--- src/hdl/ssd_pkg.sv ---
package ssd_pkg;

   // decoder phases
   localparam logic [1:0] PH_HEADER = 2'd0;
   localparam logic [1:0] PH_XSTART = 2'd1;
   localparam logic [1:0] PH_PIXELS = 2'd2;
   localparam logic [1:0] PH_DONE   = 2'd3;

   // status codes
   localparam logic [1:0] ST_OK       = 2'd0;
   localparam logic [1:0] ST_PREMATURE = 2'd1;
   localparam logic [1:0] ST_BOUNDS   = 2'd2;

   // span header fields
   localparam logic [7:0] LAST_MARK = 8'h80;
   localparam logic [6:0] LEN_MASK  = 7'h7F;

   // configuration register indexes
   localparam logic CSR_IMAGE_WIDTH  = 1'b0;
   localparam logic CSR_IMAGE_HEIGHT = 1'b1;

   // configuration reset values
   localparam logic [9:0] WIDTH_RESET  = 10'd64;
   localparam logic [9:0] HEIGHT_RESET = 10'd64;

   typedef struct packed {
      logic [1:0] phase;
      logic       last_span;
      logic [6:0] span_remaining;
      logic [9:0] column;
      logic [9:0] row_index;
      logic [1:0] error_code;
   } state_type;

   typedef struct packed {
      logic       pixel_valid;
      logic [9:0] pixel_x;
      logic [9:0] pixel_row;
      logic [7:0] pixel_value;
      logic       row_done;
      logic       image_done;
      logic [1:0] status;
   } result_type;

endpackage

--- src/hdl/ssd_step.sv ---
module ssd_step (
   input  ssd_pkg::state_type  cur_state,
   input  logic [7:0]          data_byte,
   input  logic                chunk_end,
   input  logic [9:0]          image_width,
   input  logic [9:0]          image_height,
   output ssd_pkg::state_type  nxt_state,
   output ssd_pkg::result_type result
);

   logic       close_span;
   logic [9:0] span_end;
   logic [9:0] row_inc;
   logic [6:0] rem_dec;

   assign span_end = {2'b00, data_byte} + {3'b000, cur_state.span_remaining};
   assign row_inc  = cur_state.row_index + 10'd1;
   assign rem_dec  = cur_state.span_remaining - 7'd1;

   // one byte of span data against the current decoder state
   always_comb begin
      nxt_state  = cur_state;
      result     = '0;
      close_span = 1'b0;
      if (cur_state.error_code == ssd_pkg::ST_OK && cur_state.phase != ssd_pkg::PH_DONE) begin
         unique case (cur_state.phase)
            ssd_pkg::PH_HEADER: begin
               nxt_state.last_span      = (data_byte & ssd_pkg::LAST_MARK) != 8'h00;
               nxt_state.span_remaining = data_byte[6:0] & ssd_pkg::LEN_MASK;
               nxt_state.phase          = ssd_pkg::PH_XSTART;
            end
            ssd_pkg::PH_XSTART: begin
               nxt_state.column = {2'b00, data_byte};
               if (span_end > image_width) begin
                  nxt_state.error_code = ssd_pkg::ST_BOUNDS;
               end else if (cur_state.span_remaining == 7'd0) begin
                  close_span = 1'b1;
               end else begin
                  nxt_state.phase = ssd_pkg::PH_PIXELS;
               end
            end
            default: begin
               result.pixel_valid       = 1'b1;
               result.pixel_x           = cur_state.column;
               result.pixel_row         = cur_state.row_index;
               result.pixel_value       = data_byte;
               nxt_state.column         = cur_state.column + 10'd1;
               nxt_state.span_remaining = rem_dec;
               close_span               = (rem_dec == 7'd0);
            end
         endcase

         // end of span, maybe end of row and image
         if (close_span) begin
            nxt_state.phase = ssd_pkg::PH_HEADER;
            if (cur_state.last_span) begin
               result.row_done     = 1'b1;
               nxt_state.row_index = row_inc;
               if (row_inc >= image_height || row_inc == 10'd0) begin
                  result.image_done = 1'b1;
                  nxt_state.phase   = ssd_pkg::PH_DONE;
               end
            end
         end

         // data ran out before the image completed
         if (nxt_state.error_code == ssd_pkg::ST_OK && chunk_end &&
             nxt_state.phase != ssd_pkg::PH_DONE) begin
            nxt_state.error_code = ssd_pkg::ST_PREMATURE;
         end
      end
      result.status = nxt_state.error_code;
   end

endmodule

--- src/hdl/sprite_span_decoder_top.sv ---
// channel  ports                         direction  word
// req      req_valid/req_ready           in         data_byte, chunk_end
// rsp      rsp_valid/rsp_ready           out        pixel write, row/image done, status
// csr      csr_valid/csr_ready           in         register index, 10-bit write data
//
// one byte per cycle unless rsp_ready stalls the result register; a byte passes
// through the input register and then the result register.
// the decode state lives in one register updated by the step logic for each byte.
// reset (synchronous) returns the state to the header phase, clears status
// and both valid flags, and sets width and height to 64.
// a stalled result holds in the output register while one more byte waits
// in the input register; req_ready drops only when both are full.
module sprite_span_decoder_top (
   input  logic       clock,
   input  logic       reset,
   input  logic       req_valid,
   output logic       req_ready,
   input  logic [7:0] req_data_byte,
   input  logic       req_chunk_end,
   output logic       rsp_valid,
   input  logic       rsp_ready,
   output logic       rsp_pixel_valid,
   output logic [9:0] rsp_pixel_x,
   output logic [9:0] rsp_pixel_row,
   output logic [7:0] rsp_pixel_value,
   output logic       rsp_row_done,
   output logic       rsp_image_done,
   output logic [1:0] rsp_status,
   input  logic       csr_valid,
   output logic       csr_ready,
   input  logic       csr_index,
   input  logic [9:0] csr_wdata
);

   logic                in_valid_ff;
   logic [7:0]          in_data_ff;
   logic                in_end_ff;
   logic                out_valid_ff;
   ssd_pkg::result_type out_word_ff;
   ssd_pkg::state_type  state_ff;
   ssd_pkg::state_type  state_in;
   ssd_pkg::result_type result;
   logic [9:0]          width_ff;
   logic [9:0]          height_ff;
   logic                step_fire;

   assign step_fire = in_valid_ff && (!out_valid_ff || rsp_ready);
   assign req_ready = !in_valid_ff || step_fire;
   assign csr_ready = 1'b1;

   // configuration registers
   always_ff @(posedge clock) begin
      if (reset) begin
         width_ff  <= ssd_pkg::WIDTH_RESET;
         height_ff <= ssd_pkg::HEIGHT_RESET;
      end else if (csr_valid) begin
         unique case (csr_index)
            ssd_pkg::CSR_IMAGE_WIDTH:  width_ff  <= csr_wdata;
            ssd_pkg::CSR_IMAGE_HEIGHT: height_ff <= csr_wdata;
         endcase
      end
   end

   // input register
   always_ff @(posedge clock) begin
      if (reset) begin
         in_valid_ff <= 1'b0;
      end else if (req_ready) begin
         in_valid_ff <= req_valid;
      end
   end

   always_ff @(posedge clock) begin
      if (req_valid && req_ready) begin
         in_data_ff <= req_data_byte;
         in_end_ff  <= req_chunk_end;
      end
   end

   ssd_step u_step (
      .cur_state    (state_ff),
      .data_byte    (in_data_ff),
      .chunk_end    (in_end_ff),
      .image_width  (width_ff),
      .image_height (height_ff),
      .nxt_state    (state_in),
      .result       (result)
   );

   // decode state
   always_ff @(posedge clock) begin
      if (reset) begin
         state_ff.phase          <= ssd_pkg::PH_HEADER;
         state_ff.last_span      <= 1'b0;
         state_ff.span_remaining <= 7'd0;
         state_ff.column         <= 10'd0;
         state_ff.row_index      <= 10'd0;
         state_ff.error_code     <= ssd_pkg::ST_OK;
      end else if (step_fire) begin
         state_ff <= state_in;
      end
   end

   // result register
   always_ff @(posedge clock) begin
      if (reset) begin
         out_valid_ff <= 1'b0;
      end else if (step_fire) begin
         out_valid_ff <= 1'b1;
      end else if (rsp_ready) begin
         out_valid_ff <= 1'b0;
      end
   end

   always_ff @(posedge clock) begin
      if (step_fire) begin
         out_word_ff <= result;
      end
   end

   assign rsp_valid       = out_valid_ff;
   assign rsp_pixel_valid = out_word_ff.pixel_valid;
   assign rsp_pixel_x     = out_word_ff.pixel_x;
   assign rsp_pixel_row   = out_word_ff.pixel_row;
   assign rsp_pixel_value = out_word_ff.pixel_value;
   assign rsp_row_done    = out_word_ff.row_done;
   assign rsp_image_done  = out_word_ff.image_done;
   assign rsp_status      = out_word_ff.status;

   // an error never clears short of reset
   a_status_sticky: assert property (@(posedge clock) disable iff (reset)
      state_ff.error_code != ssd_pkg::ST_OK |=> state_ff.error_code == $past(state_ff.error_code))
      else $error("decode error code changed after being set");

   // a finished image stays finished
   a_done_holds: assert property (@(posedge clock) disable iff (reset)
      state_ff.phase == ssd_pkg::PH_DONE |=> state_ff.phase == ssd_pkg::PH_DONE)
      else $error("decoder left the done phase");

   // image completion only ever comes with a row completion
   a_image_row: assert property (@(posedge clock) disable iff (reset)
      rsp_valid && rsp_image_done |-> rsp_row_done)
      else $error("image done without row done");

   // a waiting byte is not overwritten
   a_in_hold: assert property (@(posedge clock) disable iff (reset)
      in_valid_ff && !step_fire |=> in_valid_ff && $stable(in_data_ff) && $stable(in_end_ff))
      else $error("pending input byte lost");

endmodule

--- config.mk ---
export PLATFORM = sky130hd
export DESIGN_NAME = sprite_span_decoder_top
export DESIGN_NICKNAME = d
export VERILOG_FILES = /design/src/hdl/ssd_pkg.sv /design/src/hdl/ssd_step.sv /design/src/hdl/sprite_span_decoder_top.sv
export SDC_FILE = /design/constraint.sdc
export NUM_CORES = 1
export LEC_CHECK = 0
export ABC_AREA = 1
export BUFFER_PORTS_ARGS = -buffer_cell sky130_fd_sc_hd__buf_2
export CAP_MARGIN = 20
export CELL_PAD_IN_SITES_DETAIL_PLACEMENT = 0
export CELL_PAD_IN_SITES_GLOBAL_PLACEMENT = 2
export CORE_MARGIN = 2
export CORE_UTILIZATION = 35
export CTS_BUF_LIST = sky130_fd_sc_hd__clkbuf_4
export DETAILED_ROUTE_END_ITERATION = 6
export PLACE_DENSITY = 0.9
export RECOVER_POWER = 50
export SLEW_MARGIN = 20
export SYNTH_ARGS = -nofsm -noshare
export SYNTH_HDL_FRONTEND = slang
export SYNTH_HIERARCHICAL = 1
export SYNTH_SLANG_ARGS = --single-unit
--- constraint.sdc ---
create_clock -name clock -period 4.17 [get_ports clock]
set_input_delay 1.0425 -clock clock [delete_from_list [all_inputs] [get_ports clock]]
set_output_delay 1.0425 -clock clock [all_outputs]
set_load 0.1 [all_outputs]
==> impl_results.md, run 1 <==
* Status: complete, no violations
* Clk slew on worst S/H paths at 0.16 ns
* Crit start category: flop
* Crit Reg-Reg Startpoint: state_ff[23]
* RePlAce Congestion at 0.792
* Fillers at 1783
* CP endpoint kind: flop
* Critical setup path kind: reg2reg
* HPWL Detailed at 9560 microns
* Register Area at 0.00234 sq mm
* Syn_nets at 829
* Clock Root Buffer: clkbuf_4
* TritonCTS buffer count at 9
* Overflow after GRT at 0
* Worst r2r path cells at 22
* Syn-to-layout area delta at 10.0%
* Clock tree buffer depth at 2
* Top cell by count, worst path: nand2_1
* Cell family with most CP delay: simple AND/OR/NAND/NOR gates
* Pwr dens at 355 mW/mm^2
* Number of vias per cell at 4.69
* CP max stage delay at 0.47 ns
* Min-Delay Path Class: reg2reg
* Min Tclk post-route at 3.69 ns
* Worst Path Buf+Inv at 4
* Number of global-route vias before repair at 4450
* Crit path from: state_ff[23]
* Routed Antenna Nets at 0
* Final wirelength at 13500 microns
* Sink Count at 96
* Number of remaining DRC errors at 0
* IO buf count at 59
* CTS tree: built
* Worst path depth at 22
* Antenna violations before repair at 1
* CP Cell Sequence: inv_1, fa_1, o21ai_1, a21oi_1, o21ai_1, xnor2_1, inv_1, ha_1, nand2_1, nor2_1, nand4_1, nand2_1, nand2_1, nand2_1, nand3_4, nor2_8, buf_12, xor2_1, inv_1, nand3_1, nand2_1, nor2_1
* #FFs+latches synth at 96
* Setup violations, final at 0
* Clock Latency Late Sink at 0.47 ns
* Fmax achieved at 271 MHz
* Routed len/inst at 13.0 microns
* Maxcap violations at 0
* Clk_skew at 0.0120 ns
* Hold path depth at 2
* DRT Pass-1 Iters at 5
* Fin. Hold Viols at 0
* Seq/Total Area, Yosys at 0.412
* Avg Cell Area, Syn at 7.36 sq um
* Die Ht at 131 microns
* Multi-input gate area at 0.00263 sq mm
* Ys Warns at 6
* Setup TNS at 0 ns
* Largest net degree at the start of global routing at 65
* Fin nets at 875
* Headroom to the max-slew limit at 0.141
* RSZ-0062 raised after global routing: false
* Max IR drop VDD at 0.000158 V
* Synth unique cells at 41
* Max FO, Critical Path at 14
* Die Wd at 131 microns
* Total number of vias at 4877
* Area of the die at 0.0173 sq mm
* Leakage at 2.85 nW
* Syn Std Cell Area at 0.00569 sq mm
* CORE AREA at 0.0159 sq mm
* Total track usage at 0.161
* Iter 0 DRT Violations at 324
* CP Data Required Time at 4.58 ns
* Initial core utilization at 0.358
* Cells after synthesis at 772
* Tcrit/Tclk final at 0.884
* Worst R2R Setup Slack at 0.48 ns
* Share of layout cells above drive strength 1 at 0.111
* First-pass GRT wire length at 22600 microns
* CP max stage cell: fa_1
* Max-slew violation count at 0
* Worst-Margin Slew at 1.29 ns
* Data arrival time of the worst path at 4.10 ns
* Num ports at 61
* WHS at 0.490 ns
* H-tree levels at 3
* Worst Min Path Start: width_ff[6]
* FP Rows at 46
-- synthesized netlist by cell type --
master | number | area (sq um)
a22oi_1 | 1 | 7.51
nand3_1 | 56 | 280
o21bai_1 | 2 | 15.0
nand3_4 | 1 | 17.5
o22ai_1 | 2 | 12.5
o211ai_1 | 2 | 15.0
fa_1 | 1 | 20.0
inv_2 | 3 | 11.3
clkbuf_1 | 5 | 18.8
o21ai_0 | 36 | 180
nor2_8 | 1 | 20.0
o21ai_1 | 2 | 10.0
o21a_1 | 1 | 7.51
nand4_1 | 10 | 62.6
edfxtp_1 | 42 | 1260
buf_4 | 6 | 45.0
o21ai_2 | 2 | 17.5
nand2_1 | 147 | 552
nor3_1 | 4 | 20.0
nor4_1 | 1 | 6.26
xor2_1 | 5 | 43.8
buf_1 | 2 | 7.51
inv_1 | 124 | 465
nor2_2 | 3 | 18.8
buf_6 | 6 | 67.6
dfxtp_1 | 54 | 1080
xnor2_1 | 5 | 43.8
a21oi_1 | 53 | 265
a31o_2 | 2 | 17.5
a32oi_1 | 1 | 8.76
o32ai_1 | 2 | 17.5
a31oi_1 | 2 | 12.5
clkinv_1 | 3 | 11.3
ha_1 | 31 | 388
nand2_2 | 1 | 6.26
clkbuf_2 | 1 | 5.00
conb_1 | 1 | 3.75
o221ai_1 | 9 | 78.8
buf_2 | 11 | 55.1
buf_12 | 1 | 20.0
nor2_1 | 130 | 488
-- flip-flops by register name (all words and copies together) (netlist names) --
signal / count
state_ff: 32
height_ff: 10
rsp_pixel_row: 10
rsp_pixel_x: 10
width_ff: 10
in_data_ff: 8
rsp_pixel_value: 8
rsp_status: 2
in_end_ff: 1
in_valid_ff: 1
rsp_image_done: 1
rsp_pixel_valid: 1
rsp_row_done: 1
rsp_valid: 1
-- worst register-to-register path, stage by stage, from the launching register on --
cell and delay [ns]:
dfxtp_1 0.45, inv_1 0.14, fa_1 0.47, o21ai_1 0.22, a21oi_1 0.09, o21ai_1 0.21, xnor2_1 0.14, inv_1 0.05
ha_1 0.27, nand2_1 0.05, nor2_1 0.16, nand4_1 0.10, nand2_1 0.18, nand2_1 0.07, nand2_1 0.13, nand3_4 0.11
nor2_8 0.17, buf_12 0.16, xor2_1 0.15, inv_1 0.05, nand3_1 0.07, nand2_1 0.07, nor2_1 0.10
-- path summary, 6_finish.rpt --
path,to
hold / removal,width_ff[6]
setup reg to reg,state_ff[2]
hold reg to reg,width_ff[6]
setup / recovery,state_ff[2]
-- power breakdown --
part | internal, mW | total (mW) | switching (mW)
registers | 1.04 | 1.08 | 0.0426
clock network | 0.244 | 0.583 | 0.339
logic | 0.170 | 0.560 | 0.391
total | 1.45 | 2.22 | 0.772
-- layer usage --
| layer | wire, microns | global-route usage | part of all wire |
|---|---|---|---|
| met1 | 7000 | 0.235 | 0.52 |
| met2 | 5800 | 0.241 | 0.43 |
| met3 | 454 | 0.0224 | 0.034 |
| met4 | 269 | 0.0616 | 0.020 |
| met5 | 0 | 0 | 0 |
-- cell families (layout without fill, tap and decap cells) --
group,Yosys count,count (layout),share of synthesized area
AOI/OAI and AO/OA,117,117,0.117
xor gates and xnor gates,10,10,0.0154
adders and majority gates,32,32,0.0717
buffers and inverters,162,213,0.124
DFF,96,96,0.412
other,1,2,0.000660
and+or+nand+nor,354,354,0.259
-- layout by cell type (no fill, tap or decap), types with 5 or more instances in the layout --
master	Yosys	final
a21oi_1	53	53
buf_2	11	58
clkbuf_4	0	9
dfxtp_1	54	53
edfxtp_1	42	42
ha_1	31	31
inv_1	124	125
nand2_1	147	147
nand3_1	56	56
nand4_1	10	10
nor2_1	130	131
o21ai_0	36	34
o221ai_1	9	9
xnor2_1	5	5
xor2_1	5	5
-- timing repair --
item | CTS | global route
resized for setup | 0 | 2
endpoints found under the hold margin | 0 | 0
buffers inserted | 0 | 2
setup endpoints to repair | 0 | 13
hold buffers | 0 | 0
-- cell type report --
cell class,count,share of cell area
Antenna cell,1,0.000400
Clock buffer,9,0.0108
Clock inverter,7,0.0152
Inverter,130,0.0780
Multi-Input combinational cell,514,0.421
Sequential cell,96,0.375
Tap cell,216,0.0432
Timing Repair Buffer,67,0.0568
-- stage by stage --
| stage | utilization | power [mW] | setup WS, ns | area [sq um] | cells |
|---|---|---|---|---|---|
| 2_1_floorplan | - | 1.55 | 0.816 | 5690 | 772 |
| 3_3_place_gp | 0.383 | 1.67 | 0.400 | 6080 | 1020 |
| 3_5_place_dp | 0.383 | 1.67 | 0.295 | 6080 | 1020 |
| 4_1_cts | 0.393 | 2.26 | 0.255 | 6250 | 1036 |
| 5_1_grt | 0.394 | 2.37 | 0.0322 | 6260 | 1040 |
| 6_report | 0.394 | 2.22 | 0.483 | 6260 | 1040 |
(Power assumes the default switching activity.)
==> run 2, diff against run 1 <==
==> constraint.sdc (replaced) <==
create_clock -name clock -period 3.9 [get_ports clock]
set_input_delay 0.975 -clock clock [delete_from_list [all_inputs] [get_ports clock]]
set_output_delay 0.975 -clock clock [all_outputs]
set_load 0.1 [all_outputs]
==> impl_results.md, run 2 (synthesis results as in run 1) <==
* Status: finished, violations left
* Failing checks: max-capacitance violations, max-slew violations
* Maxcap violations at 2 (+2)
* Antenna violations before repair at 1 (unchanged)
* GRT met2 Usage at 0.242 (+0.000582)
* Leading cell type in the layout, fill and taps excluded: nand2_1
* Clk_skew at 0.0160 ns (+0.00400 ns)
* Pwr dens at 360 mW/mm^2 (+1.3%)
* CP endpoint kind: flop
* Number of vias per cell at 4.64 (-1.1%)
* Largest net degree at the start of global routing at 66 (+1.5%)
* Area of the die at 0.0173 sq mm (unchanged)
* Clock Root Buffer: clkbuf_4
* HPWL Detailed at 9610 microns (+0.54%)
* H-tree levels at 3 (unchanged)
* Num ports at 61 (unchanged)
* Sink Count at 96 (unchanged)
* Total number of vias at 4863 (-0.29%)
* Clock power frac at 0.219 (-0.043)
* Iter 0 DRT Violations at 266 (-18%)
* DRT Pass-1 Iters at 4 (-1)
* Data arrival time of the worst path at 3.98 ns (-0.12 ns)
* Die Wd at 131 microns (unchanged)
* Share of layout cells above drive strength 1 at 0.124 (+0.0132)
* CP Data Required Time at 4.33 ns (-0.25 ns)
* Crit start category: flop
* Pre-CTS WS at 0.108 ns (-0.187 ns)
* Busiest grt layer: met2
* Fmax achieved at 282 MHz (+3.8%)
* Min Tclk post-route at 3.55 ns (-0.135 ns)
* Clk slew on worst S/H paths at 0.15 ns (about the same)
* Gate power share at 0.271 (+0.019)
* Die Ht at 131 microns (unchanged)
* Routed Antenna Nets at 0 (unchanged)
* Number of global-route vias before repair at 4364 (-1.9%)
* FP Rows at 46 (unchanged)
* Clock tree buffer depth at 2 (unchanged)
* CTS tree: built
* Setup violations, final at 0 (unchanged)
* Fin nets at 884 (+1.0%)
* Finished Layout Cells at 1049 (+0.87%)
* Reg power frac at 0.510 (+0.024)
* Leakage at 2.87 nW (+0.74%)
* Overflow after GRT at 0 (unchanged)
* Total track usage at 0.162 (+0.000244)
* Biggest register: state_ff
* Max-slew violation count at 71 (+71)
* Max FO, Critical Path at 8 (-6)
* Max IR drop VDD at 0.000113 V (-28%)
* Grt met1 use at 0.236 (+0.000826)
* Fin. Hold Viols at 0 (unchanged)
* Critical setup path kind: reg2reg
* Clock Latency Late Sink at 0.48 ns (about the same)
* Max reg flops at 32 (unchanged)
* Number of remaining DRC errors at 0 (unchanged)
* Routed len/inst at 12.9 microns (-0.43%)
* Post-layout util at 0.396 (+0.00197)
* Net switching power figure at 0.833 mW (+7.8%)
* Fillers at 1797 (+0.79%)
* Headroom to the max-slew limit at -0.183 (-0.324)
* Sw Share at 0.368 (+0.0203)
* Min-Delay Path Class: reg2reg
* Worst-Margin Slew at 1.77 ns (+0.486 ns)
* Most frequent cells in the layout: nand2_1, nor2_1, inv_1, buf_2, nand3_1
* GR Util met3 at 0.0220 (-0.000386)
* TritonCTS buffer count at 9 (unchanged)
* Final wirelength at 13600 microns (+0.43%)
* P_int at 1.43 mW (-1.3%)
* IO buf count at 59 (unchanged)
* Placed Cells at 1025 (+0.49%)
* Tcrit/Tclk final at 0.911 (+0.0266)
* Syn-to-layout area delta at 10.6%
* First-pass GRT wire length at 22500 microns (-0.46%)
* Setup slack after layout at 0.348 ns (-0.135 ns)
* CORE AREA at 0.0159 sq mm (unchanged)
* Initial core utilization at 0.358 (unchanged)
* RePlAce Congestion at 0.791 (-0.13%)
## run 2: cell count changes in the layout (fill, tap and decap cells not counted), sizes merged
cell and change:
bufinv -2, clkbuf +1, clkinv +2, nor2 +1, buf +7
## run 2: layer usage
| layer | up-vias | routed length (microns) |
|---|---|---|
| met2 | 84 | 5820 |
| met5 | - | 0 |
| met4 | 0 | 223 |
| met3 | 14 | 439 |
| li1 | 2598 | - |
| met1 | 2167 | 7100 |
## run 2: final timing paths
path / from / to / slack [ns] / cells after the start
worst max-delay path: in_data_ff[0] / state_ff[2] / 0.35 / 23
worst min-delay path: width_ff[6] / width_ff[6] / 0.49 / 2
worst max register to register: in_data_ff[0] / state_ff[2] / 0.35 / 23
worst min register to register: width_ff[6] / width_ff[6] / 0.49 / 2
## run 2: stage by stage
| stage | area [sq um] | hold WS, ns | TNS, ns | power, mW |
|---|---|---|---|---|
| 3_3_place_gp | 6120 | 0.458 | 0 | 1.79 |
| 3_5_place_dp | 6120 | 0.460 | 0 | 1.79 |
| 6_report | 6290 | 0.488 | 0 | 2.26 |
| 4_1_cts | 6240 | 0.496 | 0 | 2.30 |
| 2_1_floorplan | 5690 | 0.442 | 0 | 1.65 |
| 5_1_grt | 6290 | 0.520 | -0.00171 | 2.42 |
## run 2: what timing repair did
item / CTS / global route
endpoints found under the hold margin: 0 / 0
buffers inserted: 0 / 6
setup endpoints to repair: 0 / 14
hold buffers: 0 / 0
resized for setup: 0 / 6
## run 2: cell type report
type | instances | area (sq um) | area share
multi-input combinational | 515 | 2670 | 0.424
inverter | 130 | 488 | 0.0776
antenna | 1 | 2.50 | 0.000398
sequential | 96 | 2340 | 0.373
clock inverter | 7 | 47.5 | 0.00756
clock buffer | 9 | 67.6 | 0.0107
tap | 216 | 270 | 0.0430
timing repair buffer | 75 | 402 | 0.0639
## run 2: critical path, cell delays in order (launching register included)
cell      delay (ns)
edfxtp_1        0.39
ha_1            0.17
inv_1           0.05
fa_1            0.42
o21ai_2         0.19
a21oi_1         0.08
o21ai_1         0.19
xnor2_1         0.14
inv_1           0.06
ha_1            0.27
nand2_1         0.05
nor2_1          0.16
nand4_1         0.10
nand2_1         0.11
nand2_1         0.06
nand2_1         0.13
nand3_4         0.15
nor2_8          0.21
buf_4           0.14
xor2_1          0.14
inv_1           0.05
nand3_1         0.07
nand2_1         0.06
nor2_1          0.10
## run 2: power groups by stage
stage | sequential [mW] | clock (mW) | combinational [mW]
finish | 1.16 | 0.496 | 0.614
global route | 1.16 | 0.555 | 0.701
CTS | 1.16 | 0.527 | 0.616
detailed placement | 1.18 | 0 | 0.613
global placement | 1.18 | 0 | 0.615
floorplan | 1.26 | 0 | 0.394
==> run 3, diff against run 2 <==
--- a/config.mk
+++ b/config.mk
@@ -14,7 +14,7 @@
 export CORE_UTILIZATION = 35
 export CTS_BUF_LIST = sky130_fd_sc_hd__clkbuf_4
 export DETAILED_ROUTE_END_ITERATION = 6
-export PLACE_DENSITY = 0.9
+export PLACE_DENSITY = 0.87
 export RECOVER_POWER = 50
 export SLEW_MARGIN = 20
 export SYNTH_ARGS = -nofsm -noshare
==> impl_results.md, run 3 (synthesis results as in run 1) <==
* Share of layout cells above drive strength 1 at 0.125 (+0.00135)
* CTS tree: built
* Most frequent cells in the layout: nand2_1, nor2_1, inv_1, nand3_1, buf_2
* CORE AREA at 0.0159 sq mm (unchanged)
* # hold bufs at CTS at 0 (unchanged)
* HPWL Detailed at 10000 microns (+4.1%)
* Syn-to-layout area delta at 10.2%
* FP Rows at 46 (unchanged)
* Fin. Hold Viols at 0 (unchanged)
* Clock Latency Late Sink at 0.49 ns (about the same)
* Crit Reg-Reg Startpoint: state_ff[22]
* RePlAce Congestion at 0.821 (+3.8%)
* Number of vias per cell at 4.75 (+2.5%)
* Min-Delay Path Class: reg2reg
* P_int at 1.44 mW (+0.25%)
* Area of the die at 0.0173 sq mm (unchanged)
* Largest net degree at the start of global routing at 65 (-1.5%)
* Headroom to the max-slew limit at 0.101 (+0.284)
* Maxcap violations at 0 (-2)
* Routed Antenna Nets at 0 (unchanged)
* Biggest register: state_ff
* IO buf count at 59 (unchanged)
* Final wirelength at 14200 microns (+4.3%)
* Finished Layout Cells at 1048 (-0.095%)
* Leading cell type in the layout, fill and taps excluded: nand2_1
* TritonCTS buffer count at 9 (unchanged)
* Overflow after GRT at 0 (unchanged)
* Clock tree buffer depth at 2 (unchanged)
* Placed Cells at 1021 (-0.39%)
* Tcrit/Tclk final at 0.913 (+0.00196)
* Busiest grt layer: met2
* Data arrival time of the worst path at 4.00 ns (+0.02 ns)
* Iter 0 DRT Violations at 359 (+35%)
* Worst r2r path cells at 24 (+4.3%)
* Status: complete, no violations
* Max reg flops at 32 (unchanged)
* Reg power frac at 0.509 (about the same)
* Clock Root Buffer: clkbuf_4
* Clock power frac at 0.219 (about the same)
* Antenna violations before repair at 1 (unchanged)
* Critical setup path kind: reg2reg
* Pre-CTS WS at 0.129 ns (+0.0213 ns)
* Sw Share at 0.368 (+0.000418)
* Max FO, Critical Path at 7 (-1)
* GR Util met3 at 0.0282 (+0.00617)
* Fin nets at 883 (-0.11%)
* Setup TNS at 0 ns (unchanged)
* Worst-Margin Slew at 1.35 ns (-0.426 ns)
* Final Cell Area at 0.00627 sq mm (-0.32%)
* Register Area at 0.00235 sq mm (about the same)
* GRT met2 Usage at 0.262 (+0.0201)
* Leakage at 2.87 nW (about the same)
* Reg-to-reg endpoint: state_ff[2]
* Max IR drop VDD at 0.000116 V (+2.3%)
* Clk slew on worst S/H paths at 0.17 ns (+0.02 ns)
* Setup slack after layout at 0.340 ns (-0.00766 ns)
* Net switching power figure at 0.836 mW (+0.43%)
* Worst R2R Setup Slack at 0.34 ns (about the same)
* Number of global-route vias before repair at 4830 (+11%)
* H-tree levels at 3 (unchanged)
* CP Data Required Time at 4.34 ns (about the same)
* First-pass GRT wire length at 23600 microns (+5.1%)
* Fmax achieved at 281 MHz (-0.21%)
* Crit start category: flop
* Grt met1 use at 0.232 (-0.00380)
* Multi-input gate area at 0.00266 sq mm (-0.33%)
* CP endpoint kind: flop
* Total number of vias at 4982 (+2.4%)
* Max-slew violation count at 0 (-100%)
* Clk_skew at 0.0254 ns (+0.00939 ns)
* Die Wd at 131 microns (unchanged)
* Num ports at 61 (unchanged)
* Number of remaining DRC errors at 0 (unchanged)
* Min Tclk post-route at 3.56 ns (+0.00766 ns)
* Gate power share at 0.272 (about the same)
* Total track usage at 0.169 (+0.00711)
* Initial core utilization at 0.358 (unchanged)
* Setup violations, final at 0 (unchanged)
* Fillers at 1734 (-3.5%)
* Pwr dens at 363 mW/mm^2 (+0.64%)
* Crit path from: state_ff[22]
* Routed len/inst at 13.5 microns (+4.4%)
* Die Ht at 131 microns (unchanged)
* Worst setup endpoint: state_ff[2]
* Dpl cell area at 0.00609 sq mm (-0.49%)
* Sink Count at 96 (unchanged)
* DRT Pass-1 Iters at 5 (+1)
run 3: repair_timing:
item                       CTS  global route
setup endpoints to repair    0            15
buffers inserted             0             8
gates resized for setup      0             8
run 3: worst min-delay path by stage:
| stage | from | endpoint | slack [ns] | cells after the start |
|---|---|---|---|---|
| global placement | height_ff[6] | height_ff[6] | 0.46 | 2 |
| global route | height_ff[6] | height_ff[6] | 0.52 | 2 |
| finish | height_ff[3] | height_ff[3] | 0.50 | 2 |
| CTS | height_ff[3] | height_ff[3] | 0.50 | 2 |
| floorplan | width_ff[6] | width_ff[6] | 0.44 | 2 |
| detailed placement | height_ff[6] | height_ff[6] | 0.47 | 2 |
run 3: worst max-delay path, stage by stage, from the launching register on:
cell and delay [ns]:
dfxtp_1 0.42, ha_1 0.20, inv_1 0.06, fa_1 0.39, o21ai_1 0.21, a21oi_1 0.11, o21ai_2 0.16, a21oi_1 0.09
nor2_1 0.09, ha_1 0.26, a21oi_1 0.17, nand2_1 0.06, nand2_1 0.05, nand3_1 0.07, nand2_1 0.08, nand2_1 0.07
nand2_2 0.10, nand3_4 0.13, nor2_8 0.19, buf_4 0.15, xor2_1 0.14, inv_1 0.05, nand3_1 0.07, nand2_1 0.07
nor2_1 0.10
run 3: metal layers:
metal / vias up / routed length [microns]
met2: 102 / 6180
li1: 2591 / -
met3: 20 / 463
met5: - / 0
met4: 0 / 283
met1: 2269 / 7230
run 3: final cells by class:
type | instances | area share
clock buffer | 10 | 0.0120
tap | 216 | 0.0431
timing repair buffer | 74 | 0.0631
clock inverter | 6 | 0.00539
antenna | 1 | 0.000399
multi-input combinational | 515 | 0.424
sequential | 96 | 0.374
inverter | 130 | 0.0779
run 3: power groups by stage:
stage	logic, mW	registers (mW)	clock network (mW)
detailed placement	0.612	1.18	0
CTS	0.615	1.16	0.524
floorplan	0.394	1.26	0
global placement	0.601	1.18	0
global route	0.705	1.17	0.560
finish	0.618	1.16	0.498
run 3: through the flow:
step / power, mW / hold WS [ns] / utilization
5_1_grt: 2.43 / 0.522 / 0.395
4_1_cts: 2.29 / 0.504 / 0.390
2_1_floorplan: 1.65 / 0.442 / -
3_5_place_dp: 1.79 / 0.471 / 0.384
3_3_place_gp: 1.78 / 0.457 / 0.384
6_report: 2.27 / 0.496 / 0.395
